`src/rtl/core/bia_pkg.sv`:
```
package bia_pkg;

    // Fixed field widths of the request, the result and the registers.
    localparam int SLOT_W        = 10;
    localparam int HW_W          = 11;
    localparam int BYTES_W       = 29;
    localparam int BLOCK_BYTES_W = 19;
    localparam int SPACE_W       = 48;
    localparam int CFG_IDX_W     = 1;
    localparam int CFG_DATA_W    = 48;

    // Bitmap word geometry.
    localparam int WORD_BITS = 32;
    localparam int BIT_W     = 5;

    localparam logic [BLOCK_BYTES_W-1:0] BLOCK_BYTES_RESET = 19'd262144;
    localparam logic [SPACE_W-1:0]       SPACE_LIMIT_RESET = {SPACE_W{1'b1}};
    localparam logic [BYTES_W-1:0]       BYTES_MAX         = {BYTES_W{1'b1}};

    // Operation codes.
    localparam logic OP_ALLOCATE = 1'b0;
    localparam logic OP_RELEASE  = 1'b1;

    // Status codes.
    localparam logic [1:0] ST_OK          = 2'd0;
    localparam logic [1:0] ST_NO_SPACE    = 2'd1;
    localparam logic [1:0] ST_NOT_IN_USE  = 2'd2;

    // Configuration register indexes.
    localparam logic [CFG_IDX_W-1:0] CFG_BLOCK_BYTES = 1'b0;
    localparam logic [CFG_IDX_W-1:0] CFG_SPACE_LIMIT = 1'b1;

    typedef struct packed {
        logic              operation;
        logic [SLOT_W-1:0] slot;
    } request_t;

    typedef struct packed {
        logic [1:0]         status;
        logic [SLOT_W-1:0]  granted_slot;
        logic [HW_W-1:0]    high_water;
        logic               truncated;
        logic [BYTES_W-1:0] bytes_on_disk;
    } result_t;

    // Position of the lowest set bit of a word; zero when the word is empty.
    function automatic logic [BIT_W-1:0] lowest_one(input logic [WORD_BITS-1:0] w);
        logic [BIT_W-1:0] pos;
        pos = '0;
        for (int i = WORD_BITS - 1; i >= 0; i--) begin
            if (w[i]) begin
                pos = BIT_W'(i);
            end
        end
        return pos;
    endfunction

    // Position of the highest set bit of a word; zero when the word is empty.
    function automatic logic [BIT_W-1:0] highest_one(input logic [WORD_BITS-1:0] w);
        logic [BIT_W-1:0] pos;
        pos = '0;
        for (int i = 0; i < WORD_BITS; i++) begin
            if (w[i]) begin
                pos = BIT_W'(i);
            end
        end
        return pos;
    endfunction

endpackage

```
`src/rtl/core/bia_map_ram.sv`:
```
module bia_map_ram
    import bia_pkg::*;
#(
    parameter int DEPTH  = 32,
    parameter int ADDR_W = 5
) (
    input  logic                 clk,
    input  logic                 we,
    input  logic [ADDR_W-1:0]    waddr,
    input  logic [WORD_BITS-1:0] wdata,
    input  logic [ADDR_W-1:0]    raddr,
    output logic [WORD_BITS-1:0] rdata
);

    logic [WORD_BITS-1:0] mem [DEPTH];

    // One write port and one registered read port.
    always_ff @(posedge clk)
    begin
        if (we)
        begin
            mem[waddr] <= wdata;
        end
        rdata <= mem[raddr];
    end

endmodule

```
`src/rtl/core/bia_mult.sv`:
```
module bia_mult #(
    parameter int A_W = 12,
    parameter int B_W = 19
) (
    input  logic               clk,
    input  logic [A_W-1:0]     a,
    input  logic [B_W-1:0]     b,
    output logic [A_W+B_W-1:0] product_reg
);

    // Shared multiplier for the space check and the byte count.
    always_ff @(posedge clk)
    begin
        product_reg <= (A_W + B_W)'(a) * (A_W + B_W)'(b);
    end

endmodule

```
`src/rtl/core/block_index_allocator.sv`:
```
// Slot index allocator. A command is taken when start is high and busy is low; its result
// appears on result for exactly one cycle with done high and must be captured then, since
// the receiver cannot stall it. The result comes in the first cycle after busy falls, and
// the next command can be taken at the end of that same cycle. An allocate scans the
// in-use bitmap one 32-bit word per cycle through a single RAM read port for a free slot
// below the mark; on an empty map, or when every word below the mark is full, the mark is
// raised if a slot remains and the space limit holds, else the status is no space.
// A release of a slot below the slot count reads its word; a used slot has its bit cleared,
// then a scan runs downward from the mark for the highest used slot. A slot not in use, or
// one at or beyond the slot count, is reported not in use. One shared multiplier forms both
// the space check and bytes_on_disk. After reset the bitmap RAM is cleared one word per
// cycle with busy held high; configuration writes are taken throughout.
module block_index_allocator
    import bia_pkg::*;
#(
    parameter int SLOT_COUNT = 1024
) (
    input  logic                  clk,
    input  logic                  rst_n,
    input  logic                  start,
    output logic                  busy,
    input  request_t              request,
    output logic                  done,
    output result_t               result,
    input  logic                  cfg_we,
    input  logic [CFG_IDX_W-1:0]  cfg_index,
    input  logic [CFG_DATA_W-1:0] cfg_data
);

    localparam int WORDS   = (SLOT_COUNT + WORD_BITS - 1) / WORD_BITS;
    localparam int WA_W    = (WORDS > 1) ? $clog2(WORDS) : 1;
    localparam int MARK_W  = $clog2(SLOT_COUNT + 1);
    localparam int IDX_W   = $clog2(SLOT_COUNT);
    localparam int EXT_W   = WA_W + BIT_W + 1;
    localparam int MUL_A_W = MARK_W + 1;
    localparam int PROD_W  = MUL_A_W + BLOCK_BYTES_W;
    localparam int CMP_W   = (PROD_W > SPACE_W) ? PROD_W : SPACE_W;
    localparam logic [WA_W-1:0] LAST_WORD = WA_W'(WORDS - 1);

    typedef enum logic [10:0] {
        S_CLEAR    = 11'b000_0000_0001,
        S_IDLE     = 11'b000_0000_0010,
        S_AL_SCAN  = 11'b000_0000_0100,
        S_AL_GROW  = 11'b000_0000_1000,
        S_AL_LIMIT = 11'b000_0001_0000,
        S_AL_SET   = 11'b000_0010_0000,
        S_RL_CHK   = 11'b000_0100_0000,
        S_RL_SCAN  = 11'b000_1000_0000,
        S_MUL      = 11'b001_0000_0000,
        S_FINISH   = 11'b010_0000_0000,
        S_SPARE    = 11'b100_0000_0000
    } state_t;

    state_t                   state_reg, state_next;
    logic [MARK_W-1:0]        mark_reg, mark_next;
    logic [WA_W-1:0]          ptr_reg, ptr_next;
    logic                     pend_reg, pend_next;
    logic [WA_W-1:0]          pend_addr_reg;
    logic [WA_W-1:0]          last_word_reg, last_word_next;
    logic [SLOT_W-1:0]        slot_reg, slot_next;
    logic [1:0]               status_reg, status_next;
    logic [IDX_W-1:0]         granted_reg, granted_next;
    logic                     trunc_reg, trunc_next;
    logic                     done_reg, done_next;
    result_t                  result_reg, result_next;
    logic [BLOCK_BYTES_W-1:0] block_bytes_reg;
    logic [SPACE_W-1:0]       space_limit_reg;

    logic                     ram_we;
    logic [WA_W-1:0]          ram_waddr;
    logic [WORD_BITS-1:0]     ram_wdata;
    logic [WA_W-1:0]          ram_raddr;
    logic [WORD_BITS-1:0]     ram_rdata;

    logic [MUL_A_W-1:0]       mul_a;
    logic [PROD_W-1:0]        product;
    logic [CMP_W-1:0]         prod_cmp;

    logic [EXT_W-1:0]         mark_x;
    logic [EXT_W-1:0]         mark_round;
    logic [WA_W:0]            mark_word;
    logic [BIT_W-1:0]         mark_bit;
    logic [WA_W:0]            words_used;
    logic [WA_W:0]            pend_x;
    logic [WORD_BITS-1:0]     below_mark;
    logic [WORD_BITS-1:0]     free_bits;
    logic [BIT_W-1:0]         free_pos;
    logic [BIT_W-1:0]         used_pos;
    logic [EXT_W-1:0]         top_x;
    logic [31:0]              slot_wide;
    logic [31:0]              mark_wide;
    logic [31:0]              granted_wide;
    logic [31:0]              hw_wide;

    bia_map_ram #(
        .DEPTH  (WORDS),
        .ADDR_W (WA_W)
    ) u_map (
        .clk   (clk),
        .we    (ram_we),
        .waddr (ram_waddr),
        .wdata (ram_wdata),
        .raddr (ram_raddr),
        .rdata (ram_rdata)
    );

    bia_mult #(
        .A_W (MUL_A_W),
        .B_W (BLOCK_BYTES_W)
    ) u_mult (
        .clk         (clk),
        .a           (mul_a),
        .b           (block_bytes_reg),
        .product_reg (product)
    );

    // Mark geometry and scan helpers.
    assign mark_x     = EXT_W'(mark_reg);
    assign mark_round = mark_x + EXT_W'(WORD_BITS - 1);
    assign mark_word  = mark_x[EXT_W-1:BIT_W];
    assign mark_bit   = mark_x[BIT_W-1:0];
    assign words_used = mark_round[EXT_W-1:BIT_W];
    assign pend_x     = {1'b0, pend_addr_reg};
    assign free_bits  = ~ram_rdata & below_mark;
    assign free_pos   = lowest_one(free_bits);
    assign used_pos   = highest_one(ram_rdata);
    assign top_x      = (ram_rdata == '0) ? '0
                      : EXT_W'({pend_addr_reg, used_pos}) + EXT_W'(1);
    assign slot_wide  = 32'(slot_reg);
    assign mark_wide  = 32'(mark_reg);
    assign prod_cmp   = CMP_W'(product);

    always_comb
    begin
        if (pend_x < mark_word)
        begin
            below_mark = '1;
        end
        else if (pend_x == mark_word)
        begin
            below_mark = (WORD_BITS'(1) << mark_bit) - WORD_BITS'(1);
        end
        else
        begin
            below_mark = '0;
        end
    end

    // Configuration registers.
    always_ff @(posedge clk or negedge rst_n)
    begin
        if (!rst_n)
        begin
            block_bytes_reg <= BLOCK_BYTES_RESET;
            space_limit_reg <= SPACE_LIMIT_RESET;
        end
        else if (cfg_we)
        begin
            unique case (cfg_index)
                CFG_BLOCK_BYTES: block_bytes_reg <= cfg_data[BLOCK_BYTES_W-1:0];
                CFG_SPACE_LIMIT: space_limit_reg <= cfg_data[SPACE_W-1:0];
                default:         space_limit_reg <= space_limit_reg;
            endcase
        end
    end

    // Sequencer.
    always_comb
    begin
        state_next     = state_reg;
        mark_next      = mark_reg;
        ptr_next       = ptr_reg;
        pend_next      = pend_reg;
        last_word_next = last_word_reg;
        slot_next      = slot_reg;
        status_next    = status_reg;
        granted_next   = granted_reg;
        trunc_next     = trunc_reg;
        done_next      = 1'b0;
        result_next    = result_reg;
        ram_we         = 1'b0;
        ram_waddr      = ptr_reg;
        ram_wdata      = '0;
        ram_raddr      = ptr_reg;
        mul_a          = MUL_A_W'(mark_reg);
        granted_wide   = 32'(granted_reg);
        hw_wide        = 32'(mark_reg);

        unique case (state_reg)
            S_CLEAR:
            begin
                ram_we    = 1'b1;
                ram_waddr = ptr_reg;
                ram_wdata = '0;
                ptr_next  = ptr_reg + WA_W'(1);
                if (ptr_reg == LAST_WORD)
                begin
                    state_next = S_IDLE;
                end
            end

            S_IDLE:
            begin
                ram_raddr = WA_W'(32'(request.slot) >> BIT_W);
                if (start)
                begin
                    slot_next      = request.slot;
                    status_next    = ST_OK;
                    granted_next   = '0;
                    trunc_next     = 1'b0;
                    pend_next      = 1'b0;
                    last_word_next = WA_W'(words_used - (WA_W + 1)'(1));
                    if (request.operation == OP_ALLOCATE)
                    begin
                        ptr_next   = '0;
                        state_next = (mark_reg == '0) ? S_AL_GROW : S_AL_SCAN;
                    end
                    else if (32'(request.slot) >= 32'(SLOT_COUNT))
                    begin
                        status_next = ST_NOT_IN_USE;
                        state_next  = S_MUL;
                    end
                    else
                    begin
                        state_next = S_RL_CHK;
                    end
                end
            end

            // Walk the words below the mark, looking for a free bit.
            S_AL_SCAN:
            begin
                ram_raddr = ptr_reg;
                ptr_next  = ptr_reg + WA_W'(1);
                pend_next = 1'b1;
                if (pend_reg)
                begin
                    if (free_bits != '0)
                    begin
                        ram_we       = 1'b1;
                        ram_waddr    = pend_addr_reg;
                        ram_wdata    = ram_rdata | (WORD_BITS'(1) << free_pos);
                        granted_next = IDX_W'({pend_addr_reg, free_pos});
                        state_next   = S_MUL;
                    end
                    else if (pend_addr_reg == last_word_reg)
                    begin
                        state_next = S_AL_GROW;
                    end
                end
            end

            S_AL_GROW:
            begin
                mul_a      = MUL_A_W'(mark_reg) + MUL_A_W'(1);
                state_next = S_AL_LIMIT;
            end

            // Raise the mark only while a slot remains and the space limit holds.
            S_AL_LIMIT:
            begin
                ram_raddr = WA_W'(mark_word);
                if (mark_wide < 32'(SLOT_COUNT) && prod_cmp <= CMP_W'(space_limit_reg))
                begin
                    state_next = S_AL_SET;
                end
                else
                begin
                    status_next = ST_NO_SPACE;
                    state_next  = S_MUL;
                end
            end

            S_AL_SET:
            begin
                ram_we       = 1'b1;
                ram_waddr    = WA_W'(mark_word);
                ram_wdata    = ram_rdata | (WORD_BITS'(1) << mark_bit);
                granted_next = IDX_W'(mark_reg);
                mark_next    = mark_reg + MARK_W'(1);
                state_next   = S_MUL;
            end

            // Check that the released slot is in use and clear its bit.
            S_RL_CHK:
            begin
                if (!ram_rdata[slot_reg[BIT_W-1:0]])
                begin
                    status_next = ST_NOT_IN_USE;
                    state_next  = S_MUL;
                end
                else
                begin
                    ram_we     = 1'b1;
                    ram_waddr  = WA_W'(slot_wide >> BIT_W);
                    ram_wdata  = ram_rdata & ~(WORD_BITS'(1) << slot_reg[BIT_W-1:0]);
                    ptr_next   = last_word_reg;
                    pend_next  = 1'b0;
                    state_next = S_RL_SCAN;
                end
            end

            // Walk downward for the highest slot still in use.
            S_RL_SCAN:
            begin
                ram_raddr = ptr_reg;
                ptr_next  = ptr_reg - WA_W'(1);
                pend_next = 1'b1;
                if (pend_reg && (ram_rdata != '0 || pend_addr_reg == '0))
                begin
                    mark_next  = MARK_W'(top_x);
                    trunc_next = (MARK_W'(top_x) != mark_reg);
                    state_next = S_MUL;
                end
            end

            S_MUL:
            begin
                mul_a      = MUL_A_W'(mark_reg);
                state_next = S_FINISH;
            end

            S_FINISH:
            begin
                result_next.status        = status_reg;
                result_next.granted_slot  = granted_wide[SLOT_W-1:0];
                result_next.high_water    = hw_wide[HW_W-1:0];
                result_next.truncated     = trunc_reg;
                result_next.bytes_on_disk = (prod_cmp > CMP_W'(BYTES_MAX)) ? BYTES_MAX
                                          : prod_cmp[BYTES_W-1:0];
                done_next  = 1'b1;
                state_next = S_IDLE;
            end

            default:
            begin
                state_next = S_IDLE;
            end
        endcase
    end

    always_ff @(posedge clk or negedge rst_n)
    begin
        if (!rst_n)
        begin
            state_reg <= S_CLEAR;
            mark_reg  <= '0;
            ptr_reg   <= '0;
            pend_reg  <= 1'b0;
            done_reg  <= 1'b0;
        end
        else
        begin
            state_reg <= state_next;
            mark_reg  <= mark_next;
            ptr_reg   <= ptr_next;
            pend_reg  <= pend_next;
            done_reg  <= done_next;
        end
    end

    // Payload registers.
    always_ff @(posedge clk)
    begin
        pend_addr_reg <= ptr_reg;
        last_word_reg <= last_word_next;
        slot_reg      <= slot_next;
        status_reg    <= status_next;
        granted_reg   <= granted_next;
        trunc_reg     <= trunc_next;
        result_reg    <= result_next;
    end

    assign busy   = (state_reg != S_IDLE);
    assign done   = done_reg;
    assign result = result_reg;

    // The mark never passes the slot count.
    a_mark_range: assert property (@(posedge clk) disable iff (!rst_n)
        32'(mark_reg) <= 32'(SLOT_COUNT))
        else $error("high-water mark beyond slot count");

    // A result strobe follows the finish step and lasts one cycle.
    a_done_pulse: assert property (@(posedge clk) disable iff (!rst_n)
        done |=> !done)
        else $error("result strobe held longer than one cycle");

    // A truncation is only reported by a successful release.
    a_trunc_ok: assert property (@(posedge clk) disable iff (!rst_n)
        done && result.truncated |-> result.status == ST_OK)
        else $error("truncation reported with a failing status");

    // The mark does not move while the block waits for a command.
    a_idle_mark: assert property (@(posedge clk) disable iff (!rst_n)
        state_reg == S_IDLE && !start |=> $stable(mark_reg))
        else $error("high-water mark changed while idle");

endmodule
```
`config.mk`:
```
export PLATFORM = sky130hd
export DESIGN_NAME = block_index_allocator
export DESIGN_NICKNAME = d
export VERILOG_FILES = /design/src/rtl/core/bia_pkg.sv /design/src/rtl/core/bia_map_ram.sv /design/src/rtl/core/bia_mult.sv /design/src/rtl/core/block_index_allocator.sv
export SDC_FILE = /design/constraint.sdc
export NUM_CORES = 2
export LEC_CHECK = 0
export BUFFER_PORTS_ARGS = -buffer_cell sky130_fd_sc_hd__buf_2
export CORE_MARGIN = 2
export CORE_UTILIZATION = 68
export CTS_BUF_LIST = sky130_fd_sc_hd__clkbuf_16
export CTS_CLUSTER_DIAMETER = 40
export CTS_CLUSTER_SIZE = 30
export DETAILED_ROUTE_END_ITERATION = 12
export HOLD_SLACK_MARGIN = 0.03
export PLACE_DENSITY = 0.85
export SLEW_MARGIN = 20
export SYNTH_ARGS = -nofsm -noshare
export SYNTH_HDL_FRONTEND = slang
export SYNTH_HIERARCHICAL = 1
export SYNTH_SLANG_ARGS = --single-unit
```
`constraint.sdc`:
```
create_clock -name clk -period 10.4 [get_ports clk]
set_input_delay 2.08 -clock clk [delete_from_list [all_inputs] [get_ports clk]]
set_output_delay 2.08 -clock clk [all_outputs]
set_load 0.05 [all_outputs]
```
# [Yosys cells after proc, flatten, opt, wreduce, memory -nomap -nowiden]
# Memories as Yosys holds them, arrays and structs flattened. A register that Yosys moved wholly into a read port is not among the register bits.
# Cells that the tools add are included.
[word_totals] reg_bits=213 latchBits=0 ramBits=1024 mem_bits_ro=0 input_bits=64 out_inout_bits=55 memories=1
[op_classes] n_addsub=8 n_mul=1 div=0 magnitude_cmp=5 eq_ne=25 shifts=3 n_mux=115 n_bitwise=7 n_reduce_logical=27
[memory_table] memory="u_map.mem" words=32 word_bits=32 read_ports=1 rd_clocked_by_memory_dff=1 write_ports=1 line_no="bia_map_ram.sv:15" rtl="logic [WORD_BITS-1:0] mem [DEPTH];"
[ops] cell="$mux W5" count=68
[ops] cell="$mux W32" count=5
[ops] cell="$pmux W11 S9" count=1
[ops] cell="$pmux W32 S3" count=1
[ops] cell="$shl A1 B5 Y32 const A" count=3
[ops] cell="$mux W11" count=8
[ops] cell="$and A32 B32 Y32" count=2
[ops] cell="$not A32 Y32" count=2
[ops] cell="$or A32 B32 Y32" count=2
[ops] cell="$reduce_bool A32 Y1" count=2
[ops] cell="$le A31 B48 Y1" count=1
[ops] cell="$logic_not A32 Y1" count=1
[ops] cell="$sub A32 B2 Y32 const B" count=1
[ops] cell="$gt A31 B29 Y1 const B" count=1
[ops] cell="$mul A12 B19 Y31" count=1
[ops] cell="$mux W10" count=3
[ops] cell="$pmux W10 S3" count=1
[ops] cell="$pmux W11 S2" count=1
[ops] cell="$pmux W5 S4" count=1
[ops] cell="$mux W9" count=2
[ops] cell="$ne A2 B2 Y1 const B" count=9
[ops] cell="$pmux W5 S3" count=1
[ops] cell="$add A11 B1 Y12 const B" count=1
[ops] cell="$mux W12" count=1
[ops] cell="46 further kinds" count=72

# [Logic depth before layout (Yosys ltp)]
[depth] ltp_word=42 mapped_depth=29 mapped_depth_nobuf=25

# [Cells and area by module]
# Netlist, hierarchy kept.
[by_module_without_submodules] module="bia_map_ram" instances=1 cells_each=2260 area_per_inst_um2=40492.6
[by_module_without_submodules] module="block_index_allocator" instances=1 cells_each=1441 area_per_inst_um2=13138.9
[by_module_without_submodules] module="bia_mult" instances=1 cells_each=924 area_per_inst_um2=8112.8

# [Least setup slack after synthesis]
# No wires, ideal clock.
[synth_timing] kind="register -> register" startpoint="register mark_reg[3]" endpoint="register u_mult.product_reg[30]" t_arrival_ns=6.399 required_time_ns=10.259 slack_ns=3.860 path_stages_with_launch=26 path_buffers=4 cell_sequence="dfrtp_1 -> buf_4 -> buf_2 -> buf_1 -> and3_1 -> nand3_1 -> nor2_1 -> nand3_1 -> nor2_1 -> xor2_1 -> clkbuf_1 -> nand2_1 -> fa_1 -> fa_1 -> inv_1 -> fa_1 -> fa_1 -> inv_1 -> fa_1 -> inv_1 -> ha_1 -> a21oi_2 -> o21ai_1 -> a211oi_2 -> a21o_2 -> a311oi_2"
[synth_between] elab_chain_cells=3
[synth_rtl] item="from (decl)" line_no="block_index_allocator.sv:55" rtl="logic [MARK_W-1:0] mark_reg, mark_next;"
[synth_rtl] item="from (signal assigned)" line_no="block_index_allocator.sv:355" rtl="mark_reg <= mark_next;"
[synth_rtl] item="$add A11 B1 Y12" line_no="block_index_allocator.sv:255" rtl="mul_a = MUL_A_W'(mark_reg) + MUL_A_W'(1);"
[synth_rtl] item="$mux W12" line_no="block_index_allocator.sv:189" rtl="unique case (state_reg)"
[synth_rtl] item="named net mul_a[10]" line_no="block_index_allocator.sv:75" rtl="logic [MUL_A_W-1:0] mul_a;"
[synth_rtl] item="$mul A12 B19 Y31" line_no="bia_mult.sv:14" rtl="product_reg <= (A_W + B_W)'(a) * (A_W + B_W)'(b);"
[synth_rtl] item="to (signal assigned)" line_no="bia_mult.sv:14"
[synth_rtl] item="to (decl)" line_no="bia_mult.sv:8" rtl="output logic [A_W+B_W-1:0] product_reg"
# The timed path passes the listed nets, and every way through them passes these cells.
# A chain may end at the register's enable or synchronous reset.

# [Worst setup path after layout]
[layout_timing] startpoint="register mark_reg[1]" endpoint="memory u_map.mem[7][28] (enable)"
[layout_between] elab_cells_between_ends=14
[layout_rtl] item="$shl A1 B5 Y32" line_no="block_index_allocator.sv:141" rtl="below_mark = (WORD_BITS'(1) << mark_bit) - WORD_BITS'(1);"
[layout_rtl] item="$sub A32 B2 Y32" line_no="block_index_allocator.sv:141"
[layout_rtl] item="$mux W32" line_no="block_index_allocator.sv:139" rtl="else if (pend_x == mark_word)"
[layout_rtl] item="$mux W32" line_no="block_index_allocator.sv:135" rtl="if (pend_x < mark_word)"
[layout_rtl] item="$and A32 B32 Y32" line_no="block_index_allocator.sv:124" rtl="assign free_bits = ~ram_rdata & below_mark;"
[layout_rtl] item="$reduce_bool A32 Y1" line_no="block_index_allocator.sv:238" rtl="if (free_bits != '0)"
[layout_rtl] item="$mux W5" line_no="block_index_allocator.sv:238"
[layout_rtl] item="$mux W5" line_no="block_index_allocator.sv:236" rtl="if (pend_reg)"
[layout_rtl] item="$pmux W5 S3" line_no="block_index_allocator.sv:189"
[layout_rtl] item="named net ram_waddr[0]" line_no="block_index_allocator.sv:70" rtl="logic [WA_W-1:0] ram_waddr;"
[layout_rtl] item="to (decl)" line_no="bia_map_ram.sv:15"
# The timed path passes the listed nets, and every way through them passes these cells.

==> impl_results.md <==
- Run status: finished, final reports clean
- Core ar.: 90000 um2
- Total power: just over 20000 uW
- Slowest-stage cell, CP: nor2_4
- RSZ-0062 raised after global routing: no
- Worst Tran Pin Value: 1.19 ns
- Final WL: 171000 um
- Residual DRC: 0
- Cells after Synth: 4625
- Synth Area per Inst: 13.4 um2
- ANT nets after route: 0
- TritonCTS Buffers: 121
- Port buffer count: between 100 and 150
- Ys flop type: edfxtp_1
- Leakage Power: 0.0243 uW
- Buffer and inverter count on the worst path: 3
- Nets: 5044
- Clk sinks: 1268
- Worst-path cell chain: inv_1 > ha_1 > nand2b_1 > nor2_4 > inv_2 > ha_1 > o2111ai_2 > o311ai_1 > o211ai_1 > nor4_1 > nand2b_1 > o31ai_1 > o21ai_0 > a21oi_1 > nand3_1 > nor2_4 > buf_4
- Post-Syn Area: a little over 60000 um2
- Placer congestion estimate: 1.04
- Global route overflow: 0
- Final setup margin: ~2.5 ns
- Max reg flops: 1024
- Initial antenna violation count: 7
- CTS tree: yes
- Clk_lat worst skew: 0.76 ns
- Vias in the first global route: 41200
- DRT iter0 DRCs: 5965
- Tmin final: 7.92 ns
- CP Data Arrival Time: 8.35 ns
- Setup TNS: 0 ns
- Post-place setup slack: between 2 and 3 ns
- Ys Warns: 6
- Commonest non-fill, non-tap cell in the layout: edfxtp_1
- Largest net degree at the start of global routing: 119
- Row count: 110
- MaxCap Viol Count: 0
- Reg clk slew, reported paths: 0.07 ns
- Crit path capture type: flip-flop
- Flop pwr share: 0.308
- Layout cells sized above 1: 0.147
- IR drop worst, VDD: 468 uV
- Relative slew slack: 0.206
- Routed vias: between 40000 and 50000
- Starting Density: 0.686
- Worst hold stages: 0
- Max FO, Critical Path: 19
- Worst-case reg-to-reg path depth: 17
- H-tree depth: 3
- Worst Hold Class: reg2reg
- P per Cell Area: 305 nW/um2
- Count of cell types in the netlist: between 100 and 150
- Pint: approximately 12000 uW
- Syn_nets: 4978
- Detail-routed via count per cell: 6.89
- Worst Setup Start Kind: flip-flop
- Largest delay contributor family on the critical path: simple AND/OR/NAND/NOR gates
- Max Slew Vio Count: 0
- Hold WS: 0.417 ns
- Post-synthesis sequential area ratio: 0.599
- Final hold viol count: 0
- Sw Ratio: 0.442
- Setup Skew: 0.0815 ns
- Clock share of power: 0.227
- Synth Register Bits: ~1300
- Cts hold-fix bufs: 0
- DR pass1 iterations: 8
- EDFF count, synth: 1105
- Most frequent cells in the layout: edfxtp_1 (1105), mux2i_1 (514), nand2_1 (383)
- Root Buffer: clkbuf_16
- Global Route Usage Sum: 0.368
- Top Ports: around 120
- CP max stage delay: 1.08 ns
- Layout Area Growth over Synthesis: 10.4%
- Period utilization: 0.762
- NetSw: 9180 uW
- Setup Buffers After CTS: 0
- Logic pwr share: 0.465
- Fraction of registers with async set/reset: 0.0749
- Die W: approximately 310 um
- First-pass GRT wire length: 256000 um
- CTS Buffer Depth: 3
- Worst Path Required: 10.83 ns
- Chip height: 305 um
- Die area: 93200 um2
- Critical path depth: 17
- Post_cts resized: 0
- DR WL/cell: roughly 29 um
- Fmax: about 0.13 GHz
- Dpl hpwl: 102000 um
- Setup violators final: 0
- Critical path class: reg2reg
## power groups by stage
stage	Combinational, uW	Clock (uW)	Sequential (uW)
floorplan	6550	0	6180
global placement	9100	0	6460
detailed placement	9260	0	6470
CTS	9370	4750	6370
global route	10100	4930	6420
finish	9670	4710	6400
## cells in the mapped netlist (all sizes together), types with 14 or more instances
library cell / number / area share
clkbuf: 145 / 0.0090
nor3: 72 / 0.0062
mux2i: 514 / 0.083
xnor2: 52 / 0.0074
nand4: 22 / 0.0024
nand3: 158 / 0.013
o21ai: 115 / 0.0094
nor4: 28 / 0.0029
and2: 84 / 0.0086
ha: 118 / 0.024
dfrtp: 45 / 0.018
a21o: 30 / 0.0037
a21oi: 215 / 0.018
xor2: 17 / 0.0024
buf: 131 / 0.015
nand2b: 22 / 0.0022
o31ai: 14 / 0.0022
edfxtp: 1105 / 0.54
mux2: 71 / 0.013
and3: 15 / 0.0016
o211ai: 20 / 0.0026
dfxtp: 68 / 0.022
dfstp: 50 / 0.021
inv: 274 / 0.017
nor2b: 19 / 0.0019
nand2: 389 / 0.024
a22o: 66 / 0.0095
nor2: 166 / 0.010
a22oi: 106 / 0.013
o22ai: 24 / 0.0025
a31oi: 46 / 0.0047
or3: 50 / 0.0052
fa: 171 / 0.055
nand3b: 14 / 0.0017
## per-stage QoR
stage / instances / area (um2) / utilization
floorplan: 4625 / 61700 / -
global placement: 5739 / 63600 / 0.707
global route: 5976 / 68200 / 0.757
finish: 5978 / 68200 / 0.757
CTS: 5974 / 68100 / 0.757
detailed placement: 5742 / 63700 / 0.708
## worst paths after layout
check	from	to	slack [ns]
min in group asynchronous	rst_n	mark_reg[7]$_DFFE_PN0P_	1.34
setup reg to reg	mark_reg[1]$_DFFE_PN0P_	u_map/mem[7][28]$_DFFE_PP_	2.48
hold reg to reg	trunc_reg$_SDFFCE_PN0P_	result[29]$_DFFE_PP_	0.42
max in group asynchronous	rst_n	block_bytes_reg[1]$_DFFE_PN0P_	7.85
hold / removal	trunc_reg$_SDFFCE_PN0P_	result[29]$_DFFE_PP_	0.42
setup / recovery	mark_reg[1]$_DFFE_PN0P_	u_map/mem[7][28]$_DFFE_PP_	2.48
## layer usage
layer / wire (um) / track usage
met5: 14 / 0
met2: 80600 / 0.590
met3: 20100 / 0.0782
met1: 60800 / 0.480
met4: 9730 / 0.184
## cells by family after synthesis
group                      count (synthesis)  share of synthesized area
and+or+nand+nor                         1097                     0.0878
muxes                                    595                      0.100
xor gates and xnor gates                  69                    0.00979
buffers and inverters                    550                     0.0403
AOI/OAI and AO/OA                        757                     0.0838
adders and majority gates                289                     0.0794
DFF                                     1268                      0.599
## layout make-up
type	count	area [um2]
Timing Repair Buffer	219	1470
Antenna cell	2	5.00
Clock inverter	110	1340
Multi-Input combinational cell	2807	22800
Tap cell	1176	1470
Clock buffer	122	3050
Fill cell	5309	21800
Sequential cell	1268	37000
Inverter	274	1030
(Power assumes the default switching activity.)
